===== config.mk =====
export PLATFORM = sky130hd
export DESIGN_NAME = scp_sqrt
export DESIGN_NICKNAME = d
export VERILOG_FILES = /design/src/rtl/segment_circle_penetration_defines.svh /design/src/rtl/scp_sqrt.sv
export SDC_FILE = /design/constraint.sdc
export NUM_CORES = 1
export LEC_CHECK = 0
export BUFFER_PORTS_ARGS = -buffer_cell sky130_fd_sc_hd__buf_2
export CAP_MARGIN = 20
export CORE_ASPECT_RATIO = 0.8
export CORE_UTILIZATION = 36
export CTS_BUF_LIST = sky130_fd_sc_hd__clkbuf_4
export DETAILED_ROUTE_END_ITERATION = 10
export GPL_TIMING_DRIVEN = 0
export SLEW_MARGIN = 20
export SYNTH_ARGS = -nofsm -noshare
export SYNTH_HDL_FRONTEND = slang
export SYNTH_SLANG_ARGS = --single-unit
export TNS_END_PERCENT = 5

===== constraint.sdc =====
create_clock -name clk -period 2.85 [get_ports clk]
set_input_delay 0.1425 -clock clk [delete_from_list [all_inputs] [get_ports clk]]
set_output_delay 0.1425 -clock clk [all_outputs]
set_load 0.03 [all_outputs]

===== src/rtl/segment_circle_penetration_defines.svh =====
// Assertion macros used by the RTL of the segment/circle penetration block.
`ifndef SEGMENT_CIRCLE_PENETRATION_DEFINES_SVH
`define SEGMENT_CIRCLE_PENETRATION_DEFINES_SVH

// Same-cycle implication, disabled while reset is asserted.
`define SCP_ASSERT_IMP(lbl, clk, rst_n, ante, cons) \
	lbl: assert property (@(posedge clk) disable iff (!rst_n) (ante) |-> (cons)) \
		else $error("implication check failed");

// Fixed-delay implication, disabled while reset is asserted.
`define SCP_ASSERT_DLY(lbl, clk, rst_n, ante, n, cons) \
	lbl: assert property (@(posedge clk) disable iff (!rst_n) (ante) |-> ##n (cons)) \
		else $error("latency check failed");

`endif


===== src/rtl/scp_sqrt.sv =====
`timescale 1ns / 1ps
// Pipelined digit-by-digit integer square root, truncating: one root bit per stage.
module scp_sqrt #(
	parameter int NW = 32,
	parameter int SW = 1,
	localparam int RW = (NW + 1) / 2
) (
	input  logic          clk,
	input  logic          arst_n,
	input  logic          in_valid,
	input  logic [NW-1:0] rad,
	input  logic [SW-1:0] side_in,
	output logic          out_valid,
	output logic [RW-1:0] root,
	output logic [SW-1:0] side_out
);

	localparam int PW = 2 * RW;

	logic [PW-1:0] rem_s  [RW];
	logic [RW-1:0] root_s [RW];
	logic [SW-1:0] side_s [RW];
	logic          vld_s  [RW];

	for (genvar k = 0; k < RW; k++) begin : g_stage
		localparam int SH = RW - 1 - k;
		logic [PW-1:0] rem_p, rem_n;
		logic [RW-1:0] root_p, root_n;
		logic [SW-1:0] side_p;
		logic          vld_p;
		logic [PW:0]   trial;

		if (k == 0) begin : g_in
			assign rem_p  = {{(PW-NW){1'b0}}, rad};
			assign root_p = '0;
			assign side_p = side_in;
			assign vld_p  = in_valid;
		end else begin : g_mid
			assign rem_p  = rem_s[k-1];
			assign root_p = root_s[k-1];
			assign side_p = side_s[k-1];
			assign vld_p  = vld_s[k-1];
		end

		// (root + 2^SH)^2 - root^2 = root * 2^(SH+1) + 2^(2*SH)
		always_comb begin
			trial  = ({{(PW+1-RW){1'b0}}, root_p} << (SH + 1))
				+ ({{PW{1'b0}}, 1'b1} << (2 * SH));
			rem_n  = rem_p;
			root_n = root_p;
			if ({1'b0, rem_p} >= trial) begin
				rem_n       = rem_p - trial[PW-1:0];
				root_n[SH]  = 1'b1;
			end
		end

		always_ff @(posedge clk or negedge arst_n) begin
			if (!arst_n) begin
				vld_s[k] <= 1'b0;
			end else begin
				vld_s[k] <= vld_p;
			end
		end

		always_ff @(posedge clk) begin
			rem_s[k]  <= rem_n;
			root_s[k] <= root_n;
			side_s[k] <= side_p;
		end
	end

	assign out_valid = vld_s[RW-1];
	assign root      = root_s[RW-1];
	assign side_out  = side_s[RW-1];

endmodule

* After elaboration in Yosys (flattened, before gate mapping)
Memories as Yosys holds them, arrays and structs flattened.
Index checks and enable logic that the tools add are counted.
** Storage, ports and cells
- Memory bits (writable) :: 784
- Memories :: 3
- Flip-flop bits (word level) :: 16
** Operators by class
- $add $sub $neg :: 31
- Order comparisons :: 16
- Mux-type cells :: 32
** Memories
- rem_s :: words 16, bits a word 32, read ports 15, clocked after Yosys merged registers in 0, wr ports 16, line scp_sqrt.sv:20 : logic [PW-1:0] rem_s [RW];
- root_s :: words 16, bits a word 16, read ports 16, clocked after Yosys merged registers in 0, wr ports 16, line scp_sqrt.sv:21 : logic [RW-1:0] root_s [RW];
- side_s :: words 16, bits a word 1, read ports 16, clocked after Yosys merged registers in 0, wr ports 16, line scp_sqrt.sv:22 : logic [SW-1:0] side_s [RW];
** Operator list (count)
- $mux 32 :: 16
- $sub 32x32->32 :: 3
- $ge 32x33->1 :: 2
- $add 31x29->32 const B :: 1
- $ge 32x20->1 :: 1
- $ge 32x21->1 :: 1
- $ge 32x22->1 :: 1
- $ge 32x23->1 :: 1
- $ge 32x24->1 :: 1
- $ge 32x25->1 :: 1
- $ge 32x26->1 :: 1
- $ge 32x27->1 :: 1
- $ge 32x28->1 :: 1
- $ge 32x29->1 :: 1
- $ge 32x30->1 :: 1
- $ge 32x31->1 :: 1
- $ge 32x31->1 const B :: 1
- $ge 32x32->1 :: 1
- $sub 32x20->32 :: 1
- $sub 32x21->32 :: 1
- $sub 32x22->32 :: 1
- $sub 32x23->32 :: 1
- $sub 32x24->32 :: 1
- $sub 32x25->32 :: 1
- 22 further kinds :: 37

* Depth between registers and ports, before layout
An unclocked memory read counts as a cell.
- Word-level depth :: 4
- Mapped depth :: 12

* Least setup slack after synthesis
OpenSTA, ideal clock, no wires.
- Path type :: register -> register
- From :: memory root_s[1][72] (netlist name)
- To :: memory rem_s[1][189] (netlist name)
- Library setup time :: 135 ps
- Arrival time :: 2286 ps
- Cell stages (with the launch flop) :: 10
- Slack :: 428 ps
- Cells stage by stage :: dfxtp_1 -> inv_1 -> ha_1 -> nand4_1 -> or4b_2 -> o211ai_1 -> a21oi_2 -> buf_2 -> nor4b_1 -> xor2_1
** RTL lines (line)
- start, declared :: scp_sqrt.sv:21
- end, declared :: scp_sqrt.sv:20

==> out/qor.txt <==
Status = complete, no violations
Fin crit share = 0.9929
Async set or reset register ratio after synthesis = 0.02469
Yosys top cell area share = 0.5329
Crit Path Max Fanout = 10
Number of synthesized flops with an enable pin = 0
CTS Sinks = 648
Slew margin rel. = 0.3107
Vias after detailed routing = 16,880
Critical path arrival = 3.62 ns
RSZ-0062 raised after global routing = true
Final WS setup = 0.02025 ns
Fin. Hold Viols = 0
GRT Total Usage = 0.1573
Clock skew = 0.05437 ns
Full die area = 66,980 sq um
DRT Pass-1 Iters = 5
Hold_ws = 0.1457 ns
Port buffer count = 53
Clock root cell = clkbuf_4
R2R Setup Slk = 0.02 ns
Startpoint types = register
Top Ports = 54
CTS Buf Count = 153
Core footprint = 64,700 sq um
GR Overflow Total = 0
Reg2reg start = root_s[1][7]
Post-synth top area cell = dfxtp_1
Clk buf depth = 3
FF-to-FF End = rem_s[1][53]
Clk pin slew, worst setup/hold paths = 0.06 ns
Max Slew Vio Count = 0
Post-route DRC = 0
Antenna violations before repair = 2
Cell variety after synth = 80
Starting Density = 0.3669
Fill count = 6,090
Fin nets = 2,744
Layout cells sized above 1 = 0.1455
# Max-Cap Violations = 0
Post-CTS Setup Repair Bufs = 0
HPWL after DPL = 38.08 mm
Cells after synthesis = 2,283
Clk_lat worst skew = 0.90 ns
Worst Path Required = 3.64 ns
Routed wire per std cell = 14.76 um
Critical path endpoint category = register
Vias/cell = 4.809
Ys flop type = dfxtp_1
Tmin final = 2.830 ns
Register area share after synthesis = 0.5498
Post-synthesis sequential element count = 648
Largest cells by area after synthesis = dfxtp_1, ha_1, xnor2_1
Top cells by count, synth = dfxtp_1, inv_1, ha_1
H-tree depth = 4
Area growth, synth to finish = 17.89%
Reg2reg path depth = 9
Worst slack, placed = -0.5599 ns
Yosys warning count = 0
Setup Crit Path Kind = reg -> reg
Final ANT Viol Nets = 0
CP Capture Point = rem_s[1][53]
Final wirelength = 51.84 mm
Vias in the first global route = 17,730
Post-synthesis cell area = 23,740 sq um
Final setup fails = 0
Hold crit path type = in -> reg
Worst setup path startpoint = root_s[1][7]
Placer Congestion = 0.9025
F_max = 353.4 MHz
Pin count of the biggest net entering global routing = 17
Num rows = 83
Peak VDD IR = 0.0004621 V
Most frequent cell after synthesis = dfxtp_1
DRT iter0 DRCs = 628
Worst-margin pin slew = 1.024 ns
Die height = 231.7 um
TritonCTS clock tree = built
Syn avg cell area = 10.40 sq um
Die X = 289.1 um
First-pass GRT wire length = 85.10 mm
Cell Pwr Density = 1003 nW/um^2
Static Leak = 12.59 nW
Synth Net Count = 2,469
==> power by group <==
group          internal, mW  total, mW  switching (mW)
combinational          3.60       7.98            4.38
sequential             11.2       12.8            1.59
clock                  3.76       7.28            3.52
total                  18.6       28.1            9.49
==> layout make-up <==
class | instances | area, sq um | share of cell area
Multi-Input combinational cell | 1414 | 10130 | 0.3619
Clock inverter | 35 | 245.2 | 0.008763
Sequential cell | 648 | 13050 | 0.4664
Timing Repair Buffer | 124 | 975.9 | 0.03487
Buffer | 28 | 147.6 | 0.005275
Antenna cell | 2 | 5.005 | 0.0001788
Tap cell | 850 | 1064 | 0.03800
Clock buffer | 221 | 1659 | 0.05928
Inverter | 189 | 709.4 | 0.02535
==> worst min-delay path by stage <==
stage	startpoint	end	slack [ns]	cells past startpoint
floorplan	arst_n	g_stage[10].vld_p	-0.15	0
global placement	arst_n	g_stage[1].vld_p	0.05	1
finish	rad[30]	rem_s[0][30]	0.15	4
detailed placement	arst_n	g_stage[1].vld_p	0.06	1
CTS	rad[30]	rem_s[0][30]	0.02	4
global route	rad[30]	rem_s[0][30]	0.12	4
==> routing by layer <==
metal	GRT usage	up-vias	share of wire
met5	0	-	0
met3	0.03740	131	0.041
met1	0.1746	7766	0.43
met2	0.2782	391	0.49
li1	-	8596	-
met4	0.08059	0	0.035
==> through the flow <==
stage	cell area (sq um)	instances	TNS, ns	power (mW)	util
final	27990	3511	0	28.08	0.4326
after global routing	27990	3511	-1.184	30.14	0.4326
after CTS	27860	3512	-0.07897	28.23	0.4305
after detailed placement	25070	3186	-30.62	20.63	0.3875
after global placement	25070	3186	-29.52	20.46	0.3875
after floorplan	23740	2283	0	18.58	-
==> worst max-delay path: stages, from the launching register on <==
cell and delay (ns):
dfxtp_1 0.34, inv_1 0.05, ha_1 0.33, nor2b_1 0.17, o31ai_1 0.37, a22oi_1 0.27
a2111oi_4 0.58, clkbuf_1 0.44, nand2_1 0.10, o21ai_0 0.10
==> placed cells by master (no fill, tap or decap), types with 19 or more instances in the layout <==
master and count:
a21o_1 33, a21oi_1 123, buf_2 60, clkbuf_4 221, clkinv_1 19, dfxtp_1 632
dlygate4sd3_1 71, ha_1 147, inv_1 189, nand2_1 128, nand2b_1 26, nand3_1 31
nand4_1 32, nor2_1 120, nor2b_1 24, nor3_1 61, nor4_1 69, o21a_1 37
o21ai_0 111, or3_1 22, xnor2_1 97, xor2_1 96
==> timing repair <==
action                                  4_1_cts  5_1_grt
endpoints found under the setup margin      153      112
hold endpoints to repair                     51        0
resized for setup                            33       32
pin swaps                                     1        4
hold buffers                                 71        0
==> logic make-up after synthesis <==
| kind of cell | count (synthesis) | share of synthesized area |
|---|---|---|
| compound gates | 429 | 0.1142 |
| flops | 648 | 0.5498 |
| simple gates | 620 | 0.1395 |
| xor+xnor | 193 | 0.07120 |
| fa+ha+maj | 150 | 0.07906 |
| buf+inv | 221 | 0.03626 |
| mux | 22 | 0.01007 |
==> state kept, by name (all words and copies together), names as in the netlist <==
name / count
g_stage.vld_p: 15
out_valid: 1
rem_s: 480
root_s: 136
side_s: 16
Note: power is estimated with default switching activity, not from simulation.
