[src/rtl/segment_circle_penetration_defines.svh]
// Assertion macros used by the RTL of the segment/circle penetration block.
`ifndef SEGMENT_CIRCLE_PENETRATION_DEFINES_SVH
`define SEGMENT_CIRCLE_PENETRATION_DEFINES_SVH

// Same-cycle implication, disabled while reset is asserted.
`define SCP_ASSERT_IMP(lbl, clk, rst_n, ante, cons) \
	lbl: assert property (@(posedge clk) disable iff (!rst_n) (ante) |-> (cons)) \
		else $error("implication check failed");

// Fixed-delay implication, disabled while reset is asserted.
`define SCP_ASSERT_DLY(lbl, clk, rst_n, ante, n, cons) \
	lbl: assert property (@(posedge clk) disable iff (!rst_n) (ante) |-> ##n (cons)) \
		else $error("latency check failed");

`endif

[src/rtl/scp_div.sv]
`timescale 1ns / 1ps
// Pipelined restoring divider: one quotient bit per register stage.
module scp_div #(
	parameter int NW = 32,
	parameter int DW = 16,
	parameter int QW = 16,
	parameter int SW = 1
) (
	input  logic          clk,
	input  logic          arst_n,
	input  logic          in_valid,
	input  logic [NW-1:0] num,
	input  logic [DW-1:0] den,
	input  logic [SW-1:0] side_in,
	output logic          out_valid,
	output logic [QW-1:0] quo,
	output logic [SW-1:0] side_out
);

	localparam int CW = ((NW > DW + QW) ? NW : DW + QW) + 1;

	logic [CW-1:0] rem_s  [QW];
	logic [DW-1:0] den_s  [QW];
	logic [QW-1:0] quo_s  [QW];
	logic [SW-1:0] side_s [QW];
	logic          vld_s  [QW];

	for (genvar k = 0; k < QW; k++) begin : g_stage
		localparam int SH = QW - 1 - k;
		logic [CW-1:0] rem_p, rem_n, dsh;
		logic [DW-1:0] den_p;
		logic [QW-1:0] quo_p, quo_n;
		logic [SW-1:0] side_p;
		logic          vld_p;
		logic [CW:0]   diff;

		if (k == 0) begin : g_in
			assign rem_p  = {{(CW-NW){1'b0}}, num};
			assign den_p  = den;
			assign quo_p  = '0;
			assign side_p = side_in;
			assign vld_p  = in_valid;
		end else begin : g_mid
			assign rem_p  = rem_s[k-1];
			assign den_p  = den_s[k-1];
			assign quo_p  = quo_s[k-1];
			assign side_p = side_s[k-1];
			assign vld_p  = vld_s[k-1];
		end

		// Trial subtract of the divisor aligned to this quotient bit
		always_comb begin
			dsh   = {{(CW-DW){1'b0}}, den_p} << SH;
			diff  = {1'b0, rem_p} - {1'b0, dsh};
			rem_n = diff[CW] ? rem_p : diff[CW-1:0];
			quo_n = quo_p;
			if (!diff[CW]) begin
				quo_n[SH] = 1'b1;
			end
		end

		always_ff @(posedge clk or negedge arst_n) begin
			if (!arst_n) begin
				vld_s[k] <= 1'b0;
			end else begin
				vld_s[k] <= vld_p;
			end
		end

		always_ff @(posedge clk) begin
			rem_s[k]  <= rem_n;
			den_s[k]  <= den_p;
			quo_s[k]  <= quo_n;
			side_s[k] <= side_p;
		end
	end

	assign out_valid = vld_s[QW-1];
	assign quo       = quo_s[QW-1];
	assign side_out  = side_s[QW-1];

endmodule

[config.mk]
export PLATFORM = sky130hd
export DESIGN_NAME = scp_div
export DESIGN_NICKNAME = d
export VERILOG_FILES = /design/src/rtl/segment_circle_penetration_defines.svh /design/src/rtl/scp_div.sv
export SDC_FILE = /design/constraint.sdc
export NUM_CORES = 1
export LEC_CHECK = 0
export BUFFER_PORTS_ARGS = -buffer_cell sky130_fd_sc_hd__buf_2
export CELL_PAD_IN_SITES_DETAIL_PLACEMENT = 0
export CELL_PAD_IN_SITES_GLOBAL_PLACEMENT = 2
export CORE_MARGIN = 4
export CORE_UTILIZATION = 41
export DETAILED_ROUTE_END_ITERATION = 12
export PLACE_DENSITY = 0.81
export SLEW_MARGIN = 20
export SYNTH_ARGS = -nofsm -noshare
export SYNTH_HDL_FRONTEND = slang
export SYNTH_SLANG_ARGS = --single-unit
[constraint.sdc]
create_clock -name clk -period 4.01 [get_ports clk]
set_clock_uncertainty 0.05 [all_clocks]
set_input_delay 0.401 -clock clk [delete_from_list [all_inputs] [get_ports clk]]
set_output_delay 0.401 -clock clk [all_outputs]
set_load 0.005 [all_outputs]
# Word level (Yosys, flattened, before mapping)
# Memory sizes are Yosys's and may differ from the RTL's.
# Index checks and enable logic that the tools add are counted.
# word_totals
ff_bits,16
ram_bits,1056
input_bits,52
out_inout_bits,18
word_cells,68
memories,4
# classes
n_addsub,16
mux,32
# mem_list
memory,words,word_bits,rd,rd_ports_with_merged_regs,wr,line_no,text
rem_s,16,33,15,0,16,scp_div.sv:22,logic [CW-1:0] rem_s [QW];
den_s,16,16,15,0,16,scp_div.sv:23,logic [DW-1:0] den_s [QW];
quo_s,16,16,16,0,16,scp_div.sv:24,logic [QW-1:0] quo_s [QW];
side_s,16,1,16,0,16,scp_div.sv:25,logic [SW-1:0] side_s [QW];
# op_table
operator,count
33-bit 2-to-1 mux,16
33-bit by 16-bit subtractor with 34-bit output,1
33-bit by 17-bit subtractor with 34-bit output,1
33-bit by 18-bit subtractor with 34-bit output,1
33-bit by 19-bit subtractor with 34-bit output,1
33-bit by 20-bit subtractor with 34-bit output,1
33-bit by 21-bit subtractor with 34-bit output,1
33-bit by 22-bit subtractor with 34-bit output,1
33-bit by 23-bit subtractor with 34-bit output,1
33-bit by 24-bit subtractor with 34-bit output,1
33-bit by 25-bit subtractor with 34-bit output,1
33-bit by 26-bit subtractor with 34-bit output,1
33-bit by 27-bit subtractor with 34-bit output,1
33-bit by 28-bit subtractor with 34-bit output,1
33-bit by 29-bit subtractor with 34-bit output,1
33-bit by 30-bit subtractor with 34-bit output,1
32-bit by 31-bit subtractor with 33-bit output,1
1-bit 2-to-1 mux,16

# Depth between registers and ports, before layout
# An unclocked memory read counts as a cell.
# logic_depth
ltp_word,3
mapped_depth,13
depth_no_buf,12

# Worst setup path before layout
# No wires, ideal clock.
# synth_path
path_kind,register to register
start,memory rem_s[0][238] (netlist name)
end,memory rem_s[1][8] (netlist name)
setup_time_ns,0.121
arrival_ns,2.978
required_ns,3.839
setup_slack_ns,0.861
path_stages_with_launch,12
path_buffers,0
synth_period_minus_slack_ns,3.149
path_cell_list,dfxtp_1 -> inv_1 -> ha_1 -> inv_1 -> fa_1 -> a211oi_1 -> o21bai_1 -> a311oi_2 -> o21ai_2 -> o311a_4 -> nor4_4 -> mux2_4
# synth_lines
element,line_no
"start, declared",scp_div.sv:22

==> qor.yml <==
ys_seq_area_frac: 0.505
root_buffer: "clkbuf_16"
clkSinkCount: 902
gp_routability_congestion: 0.885
p_int_mw: 22.6
area_delta_synth_final_pct: 16.0
place_area_sq_um: 37700
syn-num-nets: 3950
max_cap_viol_count: 0
drive_gt1_frac: 0.0935
setup.worst_path.end_class: "flop"
cp_max_fo: 6
startpoint_type: "flop"
clockPowerShare: 0.270
dpl.hpwl_um: 55500
path_clk_slew_ns: 0.06
n_fill_cell: 8241
vias: 24700
remaining_drc_errors: 0
ys_seq_elements: 902
maxSlewViolCount: 0
wl_per_cell_um: 14.3
yosys.area_share.xor_xnor: 0.0683
via_per_inst: 4.88
fmax_mhz: 283
synth_fa_ha_area_frac: 0.0972
synth_top_family_by_area: "compound AO/OA/AOI/OAI gates"
wl_um: 72200
core_area_sq_um: 86900
numCtsBuffers: 97
portBuffers: 69
synthSimpleGateAreaFrac: 0.124
p_per_area_nw_per_um2: 825
first_iter_violations: 892
cp_data_arrival_time_ns: 4.02
setup_tns_ns: 0
timing.final.crit_period_ns: 3.54
synthMuxAreaShare: 0.0170
grt_pass1_vias: 25300
start_util: 0.413
cp_slowest_cell: "a21boi_0"
combPwrFrac: 0.350
synthTopCellsByArea: "dfxtp_1 49%, ha_1 8.9%, xnor2_1 3.5%"
h-tree-depth: 3
die_x_um: 304
die_y_um: 304
p_leak_nw: 18.2
overflow: 0
setup_violations: 0
synth.top_cells.by_count: "886 x dfxtp_1, 321 x inv_1, 256 x nand2_1, 255 x ha_1, 246 x o21ai_0"
fin_nets: 4134
synth_compound_gate_area_share: 0.147
layoutNonFillerInstCount: 5048
pwr-share-seq: 0.379
die-area_sq_um: 92400
r2r_slack_ns: 0.47
clkLatencyLatePin_ns: 0.66
grt_start_max_net_pins: 33
clk_path_buf_depth: 3
yosys.cell_types.count: 89
io_pins: 70
critPathKind: "flop to flop"
tightest_slew_ns: 0.802
hold_violations: 0
cts_tree: "built"
p_switching_mw: 11.8
max_slew_margin: 0.458
drtAntennaViolNets: 0
avgSynthCellArea_sq_um: 9.90
yosysWarningCount: 0
switching_share: 0.342
placementRows: 108
hp-class: "primary input to async pin"
path_cells: "inv_1, ha_1, fa_1, nor2b_1, o31a_1, o31a_1, o2111ai_1, a21boi_0, o21ai_1, a2111oi_1, xor2_1"
fin_area_sq_um: 41700
synth_largest_area_cell: "dfxtp_1"
critical_path_required_ns: 4.49
max_stage_delay_ns: 0.58
post-route-period-util: 0.883
synthFlopType: "dfxtp_1"
synth_top_area_share: 0.494
track_usage: 0.155
status: "complete, no violations"
dr.pass1.iters: 5
ctsResizeCount: 0
dpl.cell_count: 4816
netlist_instances: 3628
antenna_found_initial: 0
cp_common_cell: "o31a_1"
total_power_mw: 34.4
syn_area_sq_um: 35900
ir_drop_mv: 0.407
async_flop_share: 0.0177
rsz0062_at_grt: "no"
grt_pass1_wl_um: 120000
synth.most_common_cell: "dfxtp_1"
synth_edf_count: 0
[sequential cells by signal, indices dropped and copies added, names as in the netlist]
name / count
rem_s: 494
den_s: 240
quo_s: 136
side_s: 16
g_stage.vld_p: 15
out_valid: 1
[cell type report]
type | count | area (sq um) | share of cell area
tap | 1155 | 1450 | 0.0347
clock inverter | 44 | 698 | 0.0168
timing repair buffer | 152 | 1140 | 0.0273
multi-input combinational | 2337 | 16300 | 0.391
antenna | 1 | 2.50 | 0.0000600
inverter | 322 | 1210 | 0.0290
clock buffer | 135 | 2740 | 0.0657
sequential | 902 | 18100 | 0.435
[cells in the final DEF (no fill, tap or decap), types with 37 or more instances in the layout]
cell type	count
nor3_1	72
nor2b_1	37
nand3_1	49
clkbuf_16	97
nor2_1	229
xnor2_1	143
o21a_1	50
mux2_2	52
inv_1	321
xor2_1	137
a21o_1	72
nand2_1	256
dlygate4sd3_1	52
o21ai_0	246
a21oi_1	206
buf_2	69
nand2b_1	49
ha_1	255
dfxtp_1	886
nor4_1	44
[path summary, 6_finish.rpt]
path,start,to,cells past startpoint
max reg2reg,rem_s[1][102]$_DFF_P_,rem_s[1][155]$_DFF_P_,11
min reg2reg,rem_s[0][73]$_DFF_P_,rem_s[0][106]$_DFF_P_,0
min in group clk,rem_s[0][73]$_DFF_P_,rem_s[0][106]$_DFF_P_,0
max,rem_s[1][102]$_DFF_P_,rem_s[1][155]$_DFF_P_,11
max in group asynchronous,arst_n,g_stage[11].vld_p$_DFF_PN0_,2
min,arst_n,g_stage[10].vld_p$_DFF_PN0_,2
[routing by layer]
metal,GRT usage,routed length (um)
met1,0.144,26400
met2,0.317,40000
met3,0.0250,2210
met4,0.0835,3690
met5,0,0
[power groups by stage]
stage	registers, mW	logic (mW)	clock network, mW
finish	13.0	12.0	9.29
global route	13.3	13.6	10.0
CTS	13.0	12.1	9.64
detailed placement	13.2	12.0	0
global placement	13.2	12.0	0
floorplan	12.6	9.64	0
[cell families after synthesis]
kind of cell	Yosys count
adder cells (fa/ha/maj)	270
flip-flops	902
XOR/XNOR	280
buffers and inverters	389
multiplexers	54
AND/OR/NAND/NOR	903
AO/OA/AOI/OAI	830
[timing repair]
action | in CTS | in global routing
hold endpoints to repair | 66 | 0
endpoints found under the setup margin | 0 | 0
setup buffers | 0 | 0
hold buffers | 52 | 0
[critical path: cells and delay by family, from the launching register on]
| kind | cells | cell delay, ns |
|---|---|---|
| flops | 1 | 0.32 |
| buf+inv | 1 | 0.04 |
| simple gates | 1 | 0.17 |
| fa+ha+maj | 2 | 0.62 |
| compound gates | 6 | 2.09 |
| xor+xnor | 1 | 0.11 |
[metrics by stage]
stage	util	worst slack [ns]	hold WS, ns
floorplan	-	0.861	0.0554
global placement	0.434	0.558	0.259
detailed placement	0.434	0.486	0.262
CTS	0.480	0.475	0.0856
global route	0.480	0.0934	0.155
finish	0.480	0.471	0.139
Power figures use the tool's default switching activity.
